===== config.mk =====
export PLATFORM = sky130hd
export DESIGN_NAME = qrs_sqrt_cell
export DESIGN_NICKNAME = d
export VERILOG_FILES = /design/src/rtl/qrs_sqrt_cell.sv
export SDC_FILE = /design/constraint.sdc
export NUM_CORES = 1
export LEC_CHECK = 0
export ABC_AREA = 1
export BUFFER_PORTS_ARGS = -buffer_cell sky130_fd_sc_hd__clkbuf_2
export CAP_MARGIN = 40
export CORE_AREA = 2 2 175 177
export CTS_CLUSTER_SIZE = 16
export DETAILED_ROUTE_END_ITERATION = 6
export DIE_AREA = 0 0 177 179
export MAX_ROUTING_LAYER = met4
export SLEW_MARGIN = 20
export SYNTH_ARGS = -nofsm -noshare
export SYNTH_HDL_FRONTEND = slang
export SYNTH_SLANG_ARGS = --single-unit

===== constraint.sdc =====
create_clock -name clk -period 2.9 [get_ports clk]
set_input_delay 0.435 -clock clk [delete_from_list [all_inputs] [get_ports clk]]
set_output_delay 0.435 -clock clk [all_outputs]
set_load 0.05 [all_outputs]

===== src/rtl/qrs_sqrt_cell.sv =====
`timescale 1ns / 1ps

module qrs_sqrt_cell #(
  parameter int RAD_W     = 34,
  parameter int ROOT_BITS = 33,
  parameter int SIDE_W    = 35
) (
  input  logic                 clk,
  input  logic                 rst_n,
  input  logic                 en,
  input  logic                 valid_i,
  input  logic [RAD_W-1:0]     rad_i,
  input  logic [ROOT_BITS+1:0] rem_i,
  input  logic [ROOT_BITS-1:0] root_i,
  input  logic [SIDE_W-1:0]    side_i,
  output logic                 valid_o,
  output logic [RAD_W-1:0]     rad_o,
  output logic [ROOT_BITS+1:0] rem_o,
  output logic [ROOT_BITS-1:0] root_o,
  output logic [SIDE_W-1:0]    side_o
);

  logic                 valid_r;
  logic [RAD_W-1:0]     rad_r;
  logic [ROOT_BITS+1:0] rem_r, rem_nxt;
  logic [ROOT_BITS-1:0] root_r, root_nxt;
  logic [SIDE_W-1:0]    side_r;
  logic [ROOT_BITS+1:0] rem_sh, trial;
  logic                 take;

  // One radix-4 digit of the restoring square root: bring down two bits and
  // try to subtract 4*root+1.
  always_comb begin
    rem_sh   = {rem_i[ROOT_BITS-1:0], rad_i[RAD_W-1 -: 2]};
    trial    = {root_i, 2'b01};
    take     = (rem_sh >= trial);
    rem_nxt  = take ? (rem_sh - trial) : rem_sh;
    root_nxt = {root_i[ROOT_BITS-2:0], take};
  end

  always_ff @(posedge clk) begin
    if (!rst_n) begin
      valid_r <= 1'b0;
    end else if (en) begin
      valid_r <= valid_i;
    end
  end

  always_ff @(posedge clk) begin
    if (en) begin
      rad_r  <= {rad_i[RAD_W-3:0], 2'b00};
      rem_r  <= rem_nxt;
      root_r <= root_nxt;
      side_r <= side_i;
    end
  end

  assign valid_o = valid_r;
  assign rad_o   = rad_r;
  assign rem_o   = rem_r;
  assign root_o  = root_r;
  assign side_o  = side_r;

endmodule


==> impl_metrics.toml <==
[status]
status = "finished, final reports clean"

[critical_path]
cp_max_fo = 34
arrival_ns = 2.52
startpoint_type = "input pin"
cpMaxStageDelayCell = "inv_2"
worstSetupPathType = "input pin to flip-flop"
path_delay_family = "simple AND/OR/NAND/NOR gates"
crit_buf_inv = 4
slowest_delay_ns = 0.48
crit_path_frequent_cell = "nand2_1"
path_cells = "clkbuf_2 > inv_1 > ha_1 > nand2_1 > nand2_1 > inv_1 > nor2_1 > nor2_1 > nand2_1 > a21oi_1 > nand2_1 > nand2_1 > nand2_2 > inv_2 > nand2_1 > nand2_1"
cp.required_ns = 3.19
critPathCaptureType = "flip-flop"

[routing]
drt_wl_total_um = 22900
wire_per_inst_um = 15.2
vias = 6077
via_per_inst = 4.02
drc_errors = 0
drtIter0Drc = 261
ant_nets = 0
detail_route.first_pass.iterations = 4

[power_and_ir_drop]
peakVddDrop_mv = 0.299
powerDensity_nw_per_um2 = 641
p_leak_uw = 0.00497

[grt]
grt_pass1_vias = 6016
grt_antenna_before_repair = 1
grt_first_pass_wirelength_um = 33600
grt_usage_pct = 14.8
overflow = 0
grt_max_degree = 82

[finish]
post_layout_nonfiller_instances = 1513
layout_common_cells = "281 x nand2_1, 273 x clkbuf_2, 148 x inv_1"
final_common_cell = "nand2_1"
final_core_util_pct = 32.5
drive_above_1_share_pct = 31.6
area_growth_syn_to_layout_pct = 32.5
fin_nets = 1279
fin_area_um2 = 9770

[clocking]
cts_buffers = 17
cts_tree = "built"
cts.clk_slew.worst_paths_ns = 0.07
clock_path_buffers = 2
cts_resized = 0
cts_root_buffer = "clkbuf_16"
cts_hold_buf = 0
worst_skew_pair.late_latency_ns = 0.42
cts_setup_buffers = 0
clock_sinks = 136
htreeDepth = 4

[synthesis]
ys_seq_area_share_pct = 55.3
synthTopCellsByArea = "edfxtp_1 55%, nand2_1 14%, inv_1 7.5%"
syn_area_um2 = 7370
syn_area_per_cell_um2 = 9.07
synth_cell_type_count = 30
ys_seq_elements = 136
ys_warn_count = 0
yosysTopAreaCell = "edfxtp_1"
netlist_instances = 813
synth.top_cell.area_share_pct = 55.0

[sta]
fin_tns_setup_ns = 0
tightestPinTransition_ns = 0.674
finClkSkew_ns = 0
finalCriticalPeriod_ns = 2.23
slew_headroom_pct = 55.1
finalSetupViolations = 0
grt_setup_unrepaired = "no"
fin_crit_sh_pct = 76.9
slew_violations = 0
timing.fmax_ghz = 0.448
fin_ws_ns = 0.670
report.final.hold_viol_count = 0

[floorplan]
fp-row-count = 64
ios = 279
initial_utilization_pct = 24.6
die_w_um = 177
core_um2 = 30000
dieArea_um2 = 31700
fp.dieH_um = 179

[place]
pre_cts_ws_ns = 0.159
dp.cells = 1480
dp.final_hpwl_um = 18500
place_area_um2 = 9210
port_buffers = 274
gp_congestion = 0.879

[flow_run]
cap_violations = 0

[hold_path]
hp-class = "input pin to flip-flop"
## layout make-up
type | count | area (µm²)
Antenna cell | 1 | 2.50
Clock buffer | 18 | 429
Clock inverter | 14 | 130
Fill cell | 3225 | 20300
Inverter | 150 | 563
Multi-Input combinational cell | 519 | 2640
Sequential cell | 136 | 4070
Tap cell | 396 | 495
Timing Repair Buffer | 279 | 1440
## power by group
group	switching (µW)	leakage, µW	internal [µW]
Clock	981	0.000268	1130
Combinational	1290	0.00338	419
Sequential	52.1	0.00133	2390
Total	2330	0.00497	3940
## cell families (layout without fill, tap and decap cells)
kind of cell	after synthesis	after routing	synth area share (%)
adders and majority gates	35	35	5.94
other	1	3	0.0509
xor gates and xnor gates	18	18	2.14
DFF	136	136	55.3
and+or+nand+nor	415	415	24.1
buffers and inverters	159	461	9.04
AOI/OAI and AO/OA	49	49	3.50
## per-stage QoR
| step | power (µW) | hold WS (ns) |
|---|---|---|
| 3_3_place_gp | 4210 | 0.529 |
| 2_1_floorplan | 3730 | 0.528 |
| 4_1_cts | 6370 | 0.157 |
| 3_5_place_dp | 4220 | 0.535 |
| 5_1_grt | 6590 | 0.147 |
| 6_report | 6260 | 0.180 |
## flip-flops by register name, summed over array words and instances (netlist names)
register,count
rad_o,32
side_o,35
valid_o,1
root_o,33
rem_o,35
## path summary, 6_finish.rpt
kind | endpoint | slack (ns) | cells after the start | start
worst max-delay path | rem_o[27] | 0.67 | 16 | root_i[22]
worst min-delay path | side_o[18] | 0.18 | 1 | side_i[18]
worst max register to register | valid_o | 2.26 | 2 | valid_o
worst min register to register | valid_o | 0.55 | 2 | valid_o
## layer usage
layer | up-vias | global-route usage, % | wire length [µm]
li1 | 3174 | - | -
met1 | 2696 | 17.3 | 9990
met2 | 193 | 24.6 | 11000
met3 | 14 | 3.94 | 1600
met4 | 0 | 4.86 | 297
met5 | - | - | 0
## cells in the mapped netlist
| cell type | n |
|---|---|
| nor2_2 | 4 |
| nand3b_1 | 2 |
| inv_2 | 2 |
| buf_6 | 1 |
| xor2_1 | 17 |
| nand3_1 | 29 |
| conb_1 | 1 |
| xnor2_1 | 1 |
| and2_1 | 1 |
| nand2_1 | 281 |
| ha_1 | 35 |
| a21oi_1 | 29 |
| inv_1 | 148 |
| a21boi_0 | 1 |
| buf_4 | 3 |
| nor2_4 | 1 |
| nand4_1 | 5 |
| nor2_1 | 51 |
| nor3_2 | 1 |
| edfxtp_1 | 135 |
| nand3_2 | 11 |
| o21ai_1 | 1 |
| nand2_2 | 24 |
| nor3_1 | 5 |
| buf_2 | 2 |
| dfxtp_1 | 1 |
| o211ai_1 | 1 |
| buf_12 | 3 |
| o21ai_0 | 14 |
| o21bai_1 | 3 |
## worst register-to-register path, stage by stage (launching register included)
cell     delay [ns]
dfxtp_1        0.31
o21ai_0        0.16
a21oi_1        0.05
Note: power is estimated with default switching activity, not from simulation.
