### src/rtl/qrs_pkg.sv
`timescale 1ns / 1ps

package qrs_pkg;

  // Width of each root field on the result channel (signed fixed point).
  localparam int ROOT_W = 34;

  // Result channel payload widths.
  localparam int OUT_TDATA_W = 72;
  localparam int OUT_TUSER_W = 2;

  // Side bits carried through the divider chain: status and two negate flags.
  localparam int DIV_SIDE_W = 4;

  typedef enum logic [1:0] {
    ST_NONE   = 2'd0,
    ST_ONE    = 2'd1,
    ST_TWO    = 2'd2,
    ST_LINEAR = 2'd3
  } status_t;

endpackage

### src/rtl/qrs_div_cell.sv
`timescale 1ns / 1ps

module qrs_div_cell #(
  parameter int D_W  = 17,
  parameter int NQ_W = 35
) (
  input  logic                          clk,
  input  logic                          rst_n,
  input  logic                          en,
  input  logic                          valid_i,
  input  logic [D_W-1:0]                div_i,
  input  logic [D_W-1:0]                rem_p_i,
  input  logic [NQ_W-1:0]               nq_p_i,
  input  logic [D_W-1:0]                rem_m_i,
  input  logic [NQ_W-1:0]               nq_m_i,
  input  logic [qrs_pkg::DIV_SIDE_W-1:0] side_i,
  output logic                          valid_o,
  output logic [D_W-1:0]                div_o,
  output logic [D_W-1:0]                rem_p_o,
  output logic [NQ_W-1:0]               nq_p_o,
  output logic [D_W-1:0]                rem_m_o,
  output logic [NQ_W-1:0]               nq_m_o,
  output logic [qrs_pkg::DIV_SIDE_W-1:0] side_o
);

  import qrs_pkg::*;

  logic                  valid_r;
  logic [D_W-1:0]        div_r;
  logic [D_W-1:0]        rem_p_r, rem_p_nxt, rem_m_r, rem_m_nxt;
  logic [NQ_W-1:0]       nq_p_r, nq_p_nxt, nq_m_r, nq_m_nxt;
  logic [DIV_SIDE_W-1:0] side_r;
  logic [D_W:0]          sh_p, sh_m;
  logic                  q_p, q_m;

  // One restoring division step per lane. The numerator shifts out at the
  // top of nq while quotient bits shift in at the bottom.
  always_comb begin
    sh_p      = {rem_p_i, nq_p_i[NQ_W-1]};
    sh_m      = {rem_m_i, nq_m_i[NQ_W-1]};
    q_p       = (sh_p >= {1'b0, div_i});
    q_m       = (sh_m >= {1'b0, div_i});
    rem_p_nxt = q_p ? D_W'(sh_p - {1'b0, div_i}) : sh_p[D_W-1:0];
    rem_m_nxt = q_m ? D_W'(sh_m - {1'b0, div_i}) : sh_m[D_W-1:0];
    nq_p_nxt  = {nq_p_i[NQ_W-2:0], q_p};
    nq_m_nxt  = {nq_m_i[NQ_W-2:0], q_m};
  end

  always_ff @(posedge clk) begin
    if (!rst_n) begin
      valid_r <= 1'b0;
    end else if (en) begin
      valid_r <= valid_i;
    end
  end

  always_ff @(posedge clk) begin
    if (en) begin
      div_r   <= div_i;
      rem_p_r <= rem_p_nxt;
      rem_m_r <= rem_m_nxt;
      nq_p_r  <= nq_p_nxt;
      nq_m_r  <= nq_m_nxt;
      side_r  <= side_i;
    end
  end

  assign valid_o = valid_r;
  assign div_o   = div_r;
  assign rem_p_o = rem_p_r;
  assign nq_p_o  = nq_p_r;
  assign rem_m_o = rem_m_r;
  assign nq_m_o  = nq_m_r;
  assign side_o  = side_r;

endmodule

### config.mk
export PLATFORM = sky130hd
export DESIGN_NAME = qrs_div_cell
export DESIGN_NICKNAME = d
export VERILOG_FILES = /design/src/rtl/qrs_pkg.sv /design/src/rtl/qrs_div_cell.sv
export SDC_FILE = /design/constraint.sdc
export NUM_CORES = 1
export LEC_CHECK = 0
export BUFFER_PORTS_ARGS = -buffer_cell sky130_fd_sc_hd__buf_4
export CAP_MARGIN = 10
export CORE_UTILIZATION = 35
export CTS_CLUSTER_DIAMETER = 150
export DETAILED_ROUTE_END_ITERATION = 12
export PLACE_DENSITY = 0.73
export SLEW_MARGIN = 10
export SYNTH_ARGS = -nofsm -noshare
export SYNTH_HDL_FRONTEND = slang
export SYNTH_SLANG_ARGS = --single-unit
### constraint.sdc
create_clock -name clk -period 3.1 [get_ports clk]
set_clock_uncertainty 0.15 [all_clocks]
set_input_delay 0.62 -clock clk [delete_from_list [all_inputs] [get_ports clk]]
set_output_delay 0.62 -clock clk [all_outputs]
set_load 0.03 [all_outputs]
==> results of run 1 <==
[cell usage in the layout, fill, tap and decap left out, types with 4 or more instances in the layout]
master / count
a211oi_1: 4
a21o_1: 15
a21oi_1: 26
and2_1: 4
and4_1: 4
buf_4: 294
clkbuf_16: 17
edfxtp_1: 125
ha_1: 34
inv_1: 25
inv_6: 5
mux2_2: 17
mux2_4: 4
nand2_1: 34
nand3_1: 13
nor2_1: 16
nor2b_1: 4
o21a_1: 10
o21ai_0: 18
o31ai_1: 6
xnor2_1: 16
[critical path: stages]
cell and delay, ps:
buf_4 120, inv_1 50, ha_1 150, inv_1 60
fa_1 390, a21oi_1 230, o211ai_1 170, a221oi_1 270
buf_4 180, o21ai_0 90, xor2_1 150, mux2_2 260
[registers in the layout, summed over array words and instances, names as in the netlist]
name,flops
rem_p_o,17
rem_m_o,17
div_o,17
side_o,4
valid_o,1
nq_p_o,35
nq_m_o,35
[per-stage QoR]
step	utilization, %	hold WS, ps	setup slack (ps)	TNS, ps	cells
after floorplan	-	490	110	0	446
after global placement	50.7	352	19.5	0	950
after detailed placement	50.7	361	-54.8	-242	950
after CTS	54.2	211	392	0	982
after global routing	54.2	205	245	0	982
final	54.2	228	391	0	982
[layout make-up]
| type | instances | share of cell area [%] |
|---|---|---|
| Sequential cell | 126 | 41.6 |
| Clock inverter | 15 | 1.68 |
| Tap cell | 220 | 3.03 |
| Timing Repair Buffer | 295 | 24.5 |
| Multi-Input combinational cell | 282 | 23.4 |
| Clock buffer | 17 | 4.69 |
| Inverter | 27 | 1.12 |
[power by group through the flow]
stage / clock [uW] / sequential (uW) / combinational (uW)
floorplan: 0 / 2520 / 433
detailed placement: 0 / 2170 / 1380
global placement: 0 / 2170 / 1370
global route: 2070 / 2150 / 1470
finish: 1950 / 2140 / 1380
CTS: 1990 / 2140 / 1390
[routing by layer]
metal	GRT usage, %	up-vias
li1	-	2316
met1	24.0	2229
met2	33.8	206
met3	5.40	18
met4	7.58	0
met5	0	-
[logic make-up (layout without fill, tap and decap cells)]
kind of cell,Yosys count,count (layout),share of synthesized area [%]
flip-flops,126,126,62.2
XOR/XNOR,19,19,2.74
buffers and inverters,38,354,2.83
AO/OA/AOI/OAI,112,112,12.8
multiplexers,22,22,4.31
AND/OR/NAND/NOR,93,93,7.47
adder cells (fa/ha/maj),36,36,7.67
[worst max path at each step]
stage | end | slack [ps] | depth (start not counted)
2_1_floorplan | rem_m_o[12] | 110 | 11
3_3_place_gp | rem_p_o[14] | 20 | 12
3_5_place_dp | rem_p_o[14] | -50 | 12
4_1_cts | rem_p_o[14] | 390 | 12
5_1_grt | rem_p_o[3] | 250 | 12
6_report | rem_p_o[14] | 390 | 12
[synth_stat cells, drive strengths merged (5+ instances only)]
master | n | area (sq um)
edfxtp | 125 | 3750
ha | 34 | 425
nand2 | 34 | 128
inv | 27 | 101
a21oi | 26 | 130
mux2 | 21 | 251
o21ai | 21 | 120
nor2 | 16 | 60.1
xnor2 | 16 | 140
a21o | 15 | 113
nand3 | 13 | 65.1
o21a | 10 | 75.1
buf | 8 | 58.8
o31ai | 6 | 45.0
and2 | 5 | 32.5
==> flow_metrics.py, run 1 <==
metrics = {
    "final_layout": {
        "multi_input_area_sq_um": 2120,
        "nets": 914,
        "fillCellCount": 1431,
        "fin_area_sq_um": 9080,
        "num_antenna_cells": 0,
        "drive_gt1_share_pct": 47.2,
        "syn_to_final_growth_pct": 49.6,
        "seqCellArea_sq_um": 3770,
    },
    "worst_setup_path": {
        "startpoint_type": "primary input",
        "cp-startpoint": "nq_p_i[34]",
        "path_max_fanout": 3,
        "cp.required_ps": 3120,
        "critPathCaptureType": "flop",
        "reg2regPathDepth": 2,
        "worst-endpoint-arrival_ps": 2730,
        "r2r_start": "valid_o",
        "critPathKind": "in2reg",
        "r2r_end": "valid_o",
        "ff2ff_setup_slack_ps": 2360,
    },
    "detailed_routing": {
        "met2_length_mm": 8.71,
        "wl_met3_mm": 1.34,
        "wl_met1_mm": 7.06,
        "wl_per_cell_um": 17.8,
        "ant_nets": 0,
        "dr.pass1.iters": 4,
        "via_per_inst": 4.86,
        "drt-total-wl_mm": 17.4,
        "vias": 4769,
        "drtIter0Drc": 312,
        "highest_layer": "met4",
        "drc": 0,
    },
    "clocking": {
        "cts_hold_buf": 0,
        "clkSlewWorstSetupHoldPaths_ps": 60,
        "postCtsResizedCells": 0,
        "clock-sinks": 126,
        "post_cts_buffers": 0,
        "cts_buffers": 17,
        "clockBufferDepth": 2,
        "cts_root_buf": "clkbuf_16",
        "insertion_delay_ps": 410,
        "cts_tree": "yes",
        "h-tree-depth": 4,
    },
    "floorplanning": {
        "fp.coreArea_sq_um": 16800,
        "rows": 47,
        "dieWidth_um": 134,
        "pin_count": 255,
        "fp.dieArea_sq_um": 17900,
        "chipHeight_um": 134,
        "start_util_pct": 36.2,
    },
    "power": {
        "intPower_uw": 3810,
        "p_per_area_nw_per_um2": 602,
        "netSwitchingFraction_pct": 30.2,
        "p_comb_share_pct": 25.2,
        "p_seq_share_pct": 39.1,
        "peakVddDrop_mv": 0.362,
        "power_leakage_uw": 0.00397,
        "p_sw_uw": 1650,
        "p_clk_share_pct": 35.7,
        "finalPower_uw": 5460,
    },
    "timing": {
        "period_share_pct": 87.4,
        "maxSlewHeadroom_pct": 60.7,
        "setup_violations": 0,
        "drv_slew": 0,
        "rsz0062_at_grt": "false",
        "hold_viol": 0,
        "period_minus_slack_ps": 2710,
        "fmax_ghz": 0.369,
        "worstMarginPinSlew_ps": 590,
    },
    "logic_synthesis": {
        "yosysWarnings": 0,
        "synth_edf_count": 125,
        "syn-instance-count": 446,
        "synth.avg_cell_area_sq_um": 13.6,
        "async_reset_ff_share_pct": 0,
        "syn-cell-area_sq_um": 6070,
        "yosysUniqueCellTypes": 61,
        "ys_ff_latch": 126,
        "ys_seq_area_share_pct": 62.2,
        "postSynthNetCount": 611,
        "synth_flop_cell": "edfxtp_1",
    },
    "run_status": {
        "status": "completed",
    },
    "placement": {
        "io_buffers": 254,
        "dpl.hpwl_mm": 13.8,
        "gp_congestion": 0.902,
        "placed_cell_area_sq_um": 8500,
    },
    "global_routing": {
        "grt_use_total_pct": 19.9,
        "antenna_found_initial": 0,
        "grt_max_degree": 49,
        "grt_pass1_vias": 4712,
        "grt_first_pass_wirelength_mm": 26.3,
        "gr-total-overflow": 0,
    },
    "min_path": {
        "hold_end": "nq_p_o[33]",
        "hold_path_class": "in2reg",
        "hp-start": "nq_p_i[32]",
        "whs_path_depth": 1,
    },
    "run": {
        "cap_violations": 0,
    },
}
Power figures use the tool's default switching activity.
==> inputs of run 2 (changes only) <==
PLACE_DENSITY = 0.71   (was 0.73)
clock period = 3.28 ns   (was 3.1 ns; I/O delays follow)
==> run 2 against run 1 <==
Effect of this change:
- register-to-register slack better by 180 ps
- sequential power down 6%
- final cell count down 3.1%
- global-route usage down 0.089 points
- wire length up 0.18%
- die area unchanged
- first-iteration DRC count down 17%
- setup slack worse by 69 ps
- count of clock-buffer cells in the layout up 1
- design area down 1.8%
- critical path type unchanged
==> flow_metrics.py, run 2 (synthesis gave the netlist of run 1 again) <==
metrics = {
    "run_status": {
        "status": "completed",
    },
    "final_layout": {
        "seqCellArea_sq_um": 3770,
        "num_antenna_cells": 0,
        "syn_to_final_growth_pct": 46.9,
        "final_cell_mix": "buf_4 (264), edfxtp_1 (125), nand2_1 (34), ha_1 (34), a21oi_1 (26)",
        "multi_input_area_sq_um": 2120,
        "nets": 884,
        "layout.cells.non_filler": 952,
        "fillCellCount": 1423,
        "fin_area_sq_um": 8910,
        "layout_commonest_cell": "buf_4",
        "drive_gt1_share_pct": 44.9,
    },
    "worst_setup_path": {
        "critPathKind": "in2reg",
        "r2r_end": "valid_o",
        "startpoint_type": "primary input",
        "cp.required_ps": 3290,
        "path_max_fanout": 3,
        "cp-startpoint": "nq_p_i[34]",
        "reg2regPathDepth": 2,
        "r2r_start": "valid_o",
        "cp-endpoint": "rem_p_o[14]",
        "ff2ff_setup_slack_ps": 2540,
        "worst-endpoint-arrival_ps": 2970,
        "critPathCaptureType": "flop",
    },
    "detailed_routing": {
        "ant_nets": 0,
        "dr.pass1.iters": 5,
        "vias": 4706,
        "wl_per_cell_um": 18.3,
        "drt-total-wl_mm": 17.5,
        "drtIter0Drc": 259,
        "via_per_inst": 4.94,
        "drc": 0,
    },
    "floorplanning": {
        "pin_count": 255,
        "dieWidth_um": 134,
        "start_util_pct": 36.2,
        "rows": 47,
        "fp.coreArea_sq_um": 16800,
        "fp.dieArea_sq_um": 17900,
        "chipHeight_um": 134,
    },
    "power": {
        "finalPower_uw": 5310,
        "peakVddDrop_mv": 0.335,
        "power_leakage_uw": 0.00386,
        "p_per_area_nw_per_um2": 596,
    },
    "timing": {
        "fmax_ghz": 0.338,
        "setup_violations": 0,
        "drv_slew": 0,
        "setup_ws_ps": 322,
        "period_share_pct": 90.2,
        "period_minus_slack_ps": 2960,
        "maxSlewHeadroom_pct": 57.9,
        "worstMarginPinSlew_ps": 631,
        "rsz0062_at_grt": "false",
        "hold_viol": 0,
    },
    "min_path": {
        "hold_path_class": "in2reg",
    },
    "global_routing": {
        "grt_pass1_vias": 4681,
        "grt_first_pass_wirelength_mm": 26.2,
        "grt_use_total_pct": 19.8,
        "antenna_found_initial": 0,
        "grt_max_degree": 81,
        "gr-total-overflow": 0,
    },
    "clocking": {
        "cts_hold_buf": 0,
        "cts_tree": "yes",
        "postCtsResizedCells": 0,
        "cts_root_buf": "clkbuf_16",
        "clockBufferDepth": 2,
        "h-tree-depth": 4,
        "clock-sinks": 126,
        "post_cts_buffers": 0,
        "insertion_delay_ps": 410,
        "clkSlewWorstSetupHoldPaths_ps": 60,
        "cts_buffers": 17,
    },
    "placement": {
        "placed_cell_area_sq_um": 8270,
        "gp_congestion": 0.836,
        "io_buffers": 254,
        "placedCellCount": 920,
        "dp_slack_ps": -52.9,
        "dpl.hpwl_mm": 13.8,
    },
    "run": {
        "cap_violations": 0,
    },
}
[run 2: final cells by class]
type	instances	area share [%]
sequential	126	42.4
timing repair buffer	265	22.5
clock inverter	14	2.33
multi-input combinational	282	23.8
clock buffer	18	4.82
inverter	27	1.14
tap	220	3.09
[run 2: stage by stage]
step	hold WS [ps]	utilization (%)	TNS [ps]
after CTS	247	53.2	0
after global placement	365	49.4	0
final	262	53.2	0
after floorplan	490	-	0
after detailed placement	364	49.4	-68.0
after global routing	248	53.2	0
[run 2: power breakdown]
| group | internal, uW | switching, uW |
|---|---|---|
| clock network | 1290 | 742 |
| registers | 1970 | 47.1 |
| logic | 529 | 733 |
[run 2: how the worst min path moves through the flow]
stage	from	to	slack, ps	cells after the start
2_1_floorplan	valid_o	valid_o	490	2
3_3_place_gp	valid_o	valid_o	370	2
3_5_place_dp	valid_o	valid_o	360	2
4_1_cts	nq_m_i[13]	nq_m_o[14]	250	1
5_1_grt	nq_m_i[13]	nq_m_o[14]	250	1
6_report	nq_m_i[13]	nq_m_o[14]	260	1
[run 2: critical path, stage by stage]
cell and delay (ps):
buf_4 120, inv_1 50, ha_1 150, inv_1 60, fa_1 400, a21oi_1 260
o211ai_1 170, a221oi_1 490, o21ai_0 180, xor2_1 160, mux2_2 270
[run 2: layer usage]
layer  vias to the layer above  share of wire (%)  track usage (%)
li1                       2258                  -                -
met1                      2237                 40             22.7
met2                       191                 51             34.5
met3                        20                7.0             5.33
met4                         0                2.4             8.46
met5                         -                  0                0
==> inputs of run 3 (changes only) <==
CORE_UTILIZATION = 39   (was 35)
PLACE_DENSITY = 0.76   (was 0.71)
==> run 3 against run 2 <==
Effect of this change:
- sequential share of layout area rose by 0.49 points
- fmax rose by 2.9%
- combinational power barely moved
- non-clock buffer count fell by 2
- sequential power barely moved
- register-to-register slack got worse by 40 ps
- setup slack improved by 83 ps
- highest routed layer unchanged
- critical path type unchanged
- critical path depth rose by 1
- power fell by 3.0%
- via count rose by 1.1%
- die area fell by 10%
==> flow_metrics.py, run 3 (synthesis gave the netlist of run 1 again) <==
metrics = {
    "run_status": {
        "status": "completed",
    },
    "detailed_routing": {
        "wl_per_cell_um": 19.2,
        "via_per_inst": 5.18,
        "drtIter0Drc": 295,
        "drt-total-wl_mm": 17.6,
        "drc": 0,
        "vias": 4756,
        "ant_nets": 0,
        "dr.pass1.iters": 4,
    },
    "final_layout": {
        "drive_gt1_share_pct": 44.8,
        "syn_to_final_growth_pct": 45.2,
        "layout.cells.non_filler": 918,
        "fillCellCount": 1252,
        "layout_commonest_cell": "buf_4",
        "seqCellArea_sq_um": 3770,
        "num_antenna_cells": 0,
        "final_cell_mix": "buf_4 (262), edfxtp_1 (125), nand2_1 (34), ha_1 (34), a21oi_1 (26)",
        "nets": 882,
        "multi_input_area_sq_um": 2120,
    },
    "worst_setup_path": {
        "worst-endpoint-arrival_ps": 2890,
        "reg2regPathDepth": 2,
        "path_max_fanout": 3,
        "critPathKind": "in2reg",
        "r2r_end": "valid_o",
        "startpoint_type": "primary input",
        "critPathCaptureType": "flop",
        "crit_slowest_cell": "fa_1",
        "ff2ff_setup_slack_ps": 2500,
        "r2r_start": "valid_o",
        "crit_chain": "buf_4, inv_1, ha_1, inv_1, fa_1, a21oi_1, o211ai_1, a221oi_1, buf_4, a31oi_1, xnor2_1, mux2_2",
        "cp.required_ps": 3300,
        "critPathMaxStageDelay_ps": 400,
    },
    "global_routing": {
        "grt_pass1_vias": 4827,
        "gr-total-overflow": 0,
        "grt_max_degree": 68,
        "antenna_found_initial": 0,
        "grt_use_total_pct": 22.2,
        "grt_first_pass_wirelength_mm": 26.4,
    },
    "floorplanning": {
        "fp.dieArea_sq_um": 16100,
        "dieWidth_um": 127,
        "chipHeight_um": 127,
        "rows": 45,
        "start_util_pct": 39.9,
        "fp.coreArea_sq_um": 15200,
        "pin_count": 255,
    },
    "clocking": {
        "cts_buffers": 17,
        "clkSlewWorstSetupHoldPaths_ps": 60,
        "cts_tree": "yes",
        "postCtsResizedCells": 0,
        "clock-sinks": 126,
        "h-tree-depth": 4,
        "cts_root_buf": "clkbuf_16",
        "clockBufferDepth": 2,
        "cts_hold_buf": 0,
        "post_cts_buffers": 0,
        "insertion_delay_ps": 410,
    },
    "timing": {
        "fmax_ghz": 0.348,
        "period_minus_slack_ps": 2880,
        "maxSlewHeadroom_pct": 56.2,
        "drv_slew": 0,
        "setup_tns_ps": 0,
        "rsz0062_at_grt": "false",
        "worstMarginPinSlew_ps": 640,
        "setup_violations": 0,
        "hold_ws_ps": 262,
        "hold_viol": 0,
        "period_share_pct": 87.7,
    },
    "min_path": {
        "hold_end": "nq_p_o[32]",
        "whs_path_depth": 1,
        "hold_path_class": "in2reg",
        "hp-start": "nq_p_i[31]",
    },
    "run": {
        "cap_violations": 0,
    },
    "placement": {
        "io_buffers": 254,
        "gp_congestion": 0.853,
        "placedCellCount": 886,
        "dpl.hpwl_mm": 13.6,
    },
    "power": {
        "peakVddDrop_mv": 0.328,
        "p_per_area_nw_per_um2": 585,
        "power_leakage_uw": 0.00382,
    },
}
[run 3: cell types whose count changed in the layout (fill, tap and decap cells not counted)]
cell and change:
clkinv_1 +1, inv_6 -1, buf_4 -2, clkinvlp_4 +1, bufinv_16 -2, clkbuf_1 -1, clkinv_4 +1, clkinv_2 +1
[run 3: area by class of cell]
class	count	area share (%)
multi-input cells	282	24.1
flip-flops and latches	126	42.8
inverters	27	1.15
repair buffers	263	22.6
clock buffers	17	4.83
well taps	188	2.67
clock inverters	15	1.86
[run 3: metrics by stage]
stage	total power, uW	util [%]	setup WS, ps	cell area, sq um
2_1_floorplan	2790	-	254	6070
3_3_place_gp	3290	54.1	115	8220
3_5_place_dp	3320	54.1	38.8	8220
4_1_cts	5180	57.9	416	8810
5_1_grt	5340	57.9	215	8810
6_report	5150	57.9	405	8810
[run 3: per-layer routing]
metal / wire length [um] / track usage [%] / part of all wire, %
met1: 6620 / 24.1 / 38
met2: 9090 / 39.5 / 52
met3: 1450 / 8.01 / 8.2
met4: 480 / 8.96 / 2.7
met5: 0 / 0 / 0
[run 3: report_power, final]
| group | internal (uW) | total, uW | switching [uW] |
|---|---|---|---|
| Sequential | 1970 | 2020 | 48.7 |
| Combinational | 526 | 1270 | 740 |
| Clock | 1130 | 1870 | 740 |
[run 3: how the worst max path moves through the flow]
stage / from / endpoint / slack, ps / cells after the start
floorplan: nq_m_i[34] / rem_m_o[12] / 250 / 11
global placement: div_i[13] / rem_p_o[3] / 120 / 9
detailed placement: nq_p_i[34] / rem_p_o[16] / 40 / 12
CTS: nq_p_i[34] / rem_p_o[16] / 420 / 12
global route: nq_p_i[34] / rem_p_o[14] / 210 / 12
finish: nq_p_i[34] / rem_p_o[16] / 400 / 12
[run 3: worst max-delay path, delay by kind of cell]
| family | cells | cell delay, ps |
|---|---|---|
| adder cells (fa/ha/maj) | 2 | 560 |
| XOR/XNOR | 1 | 150 |
| buffers and inverters | 4 | 410 |
| multiplexers | 1 | 260 |
| AO/OA/AOI/OAI | 4 | 840 |
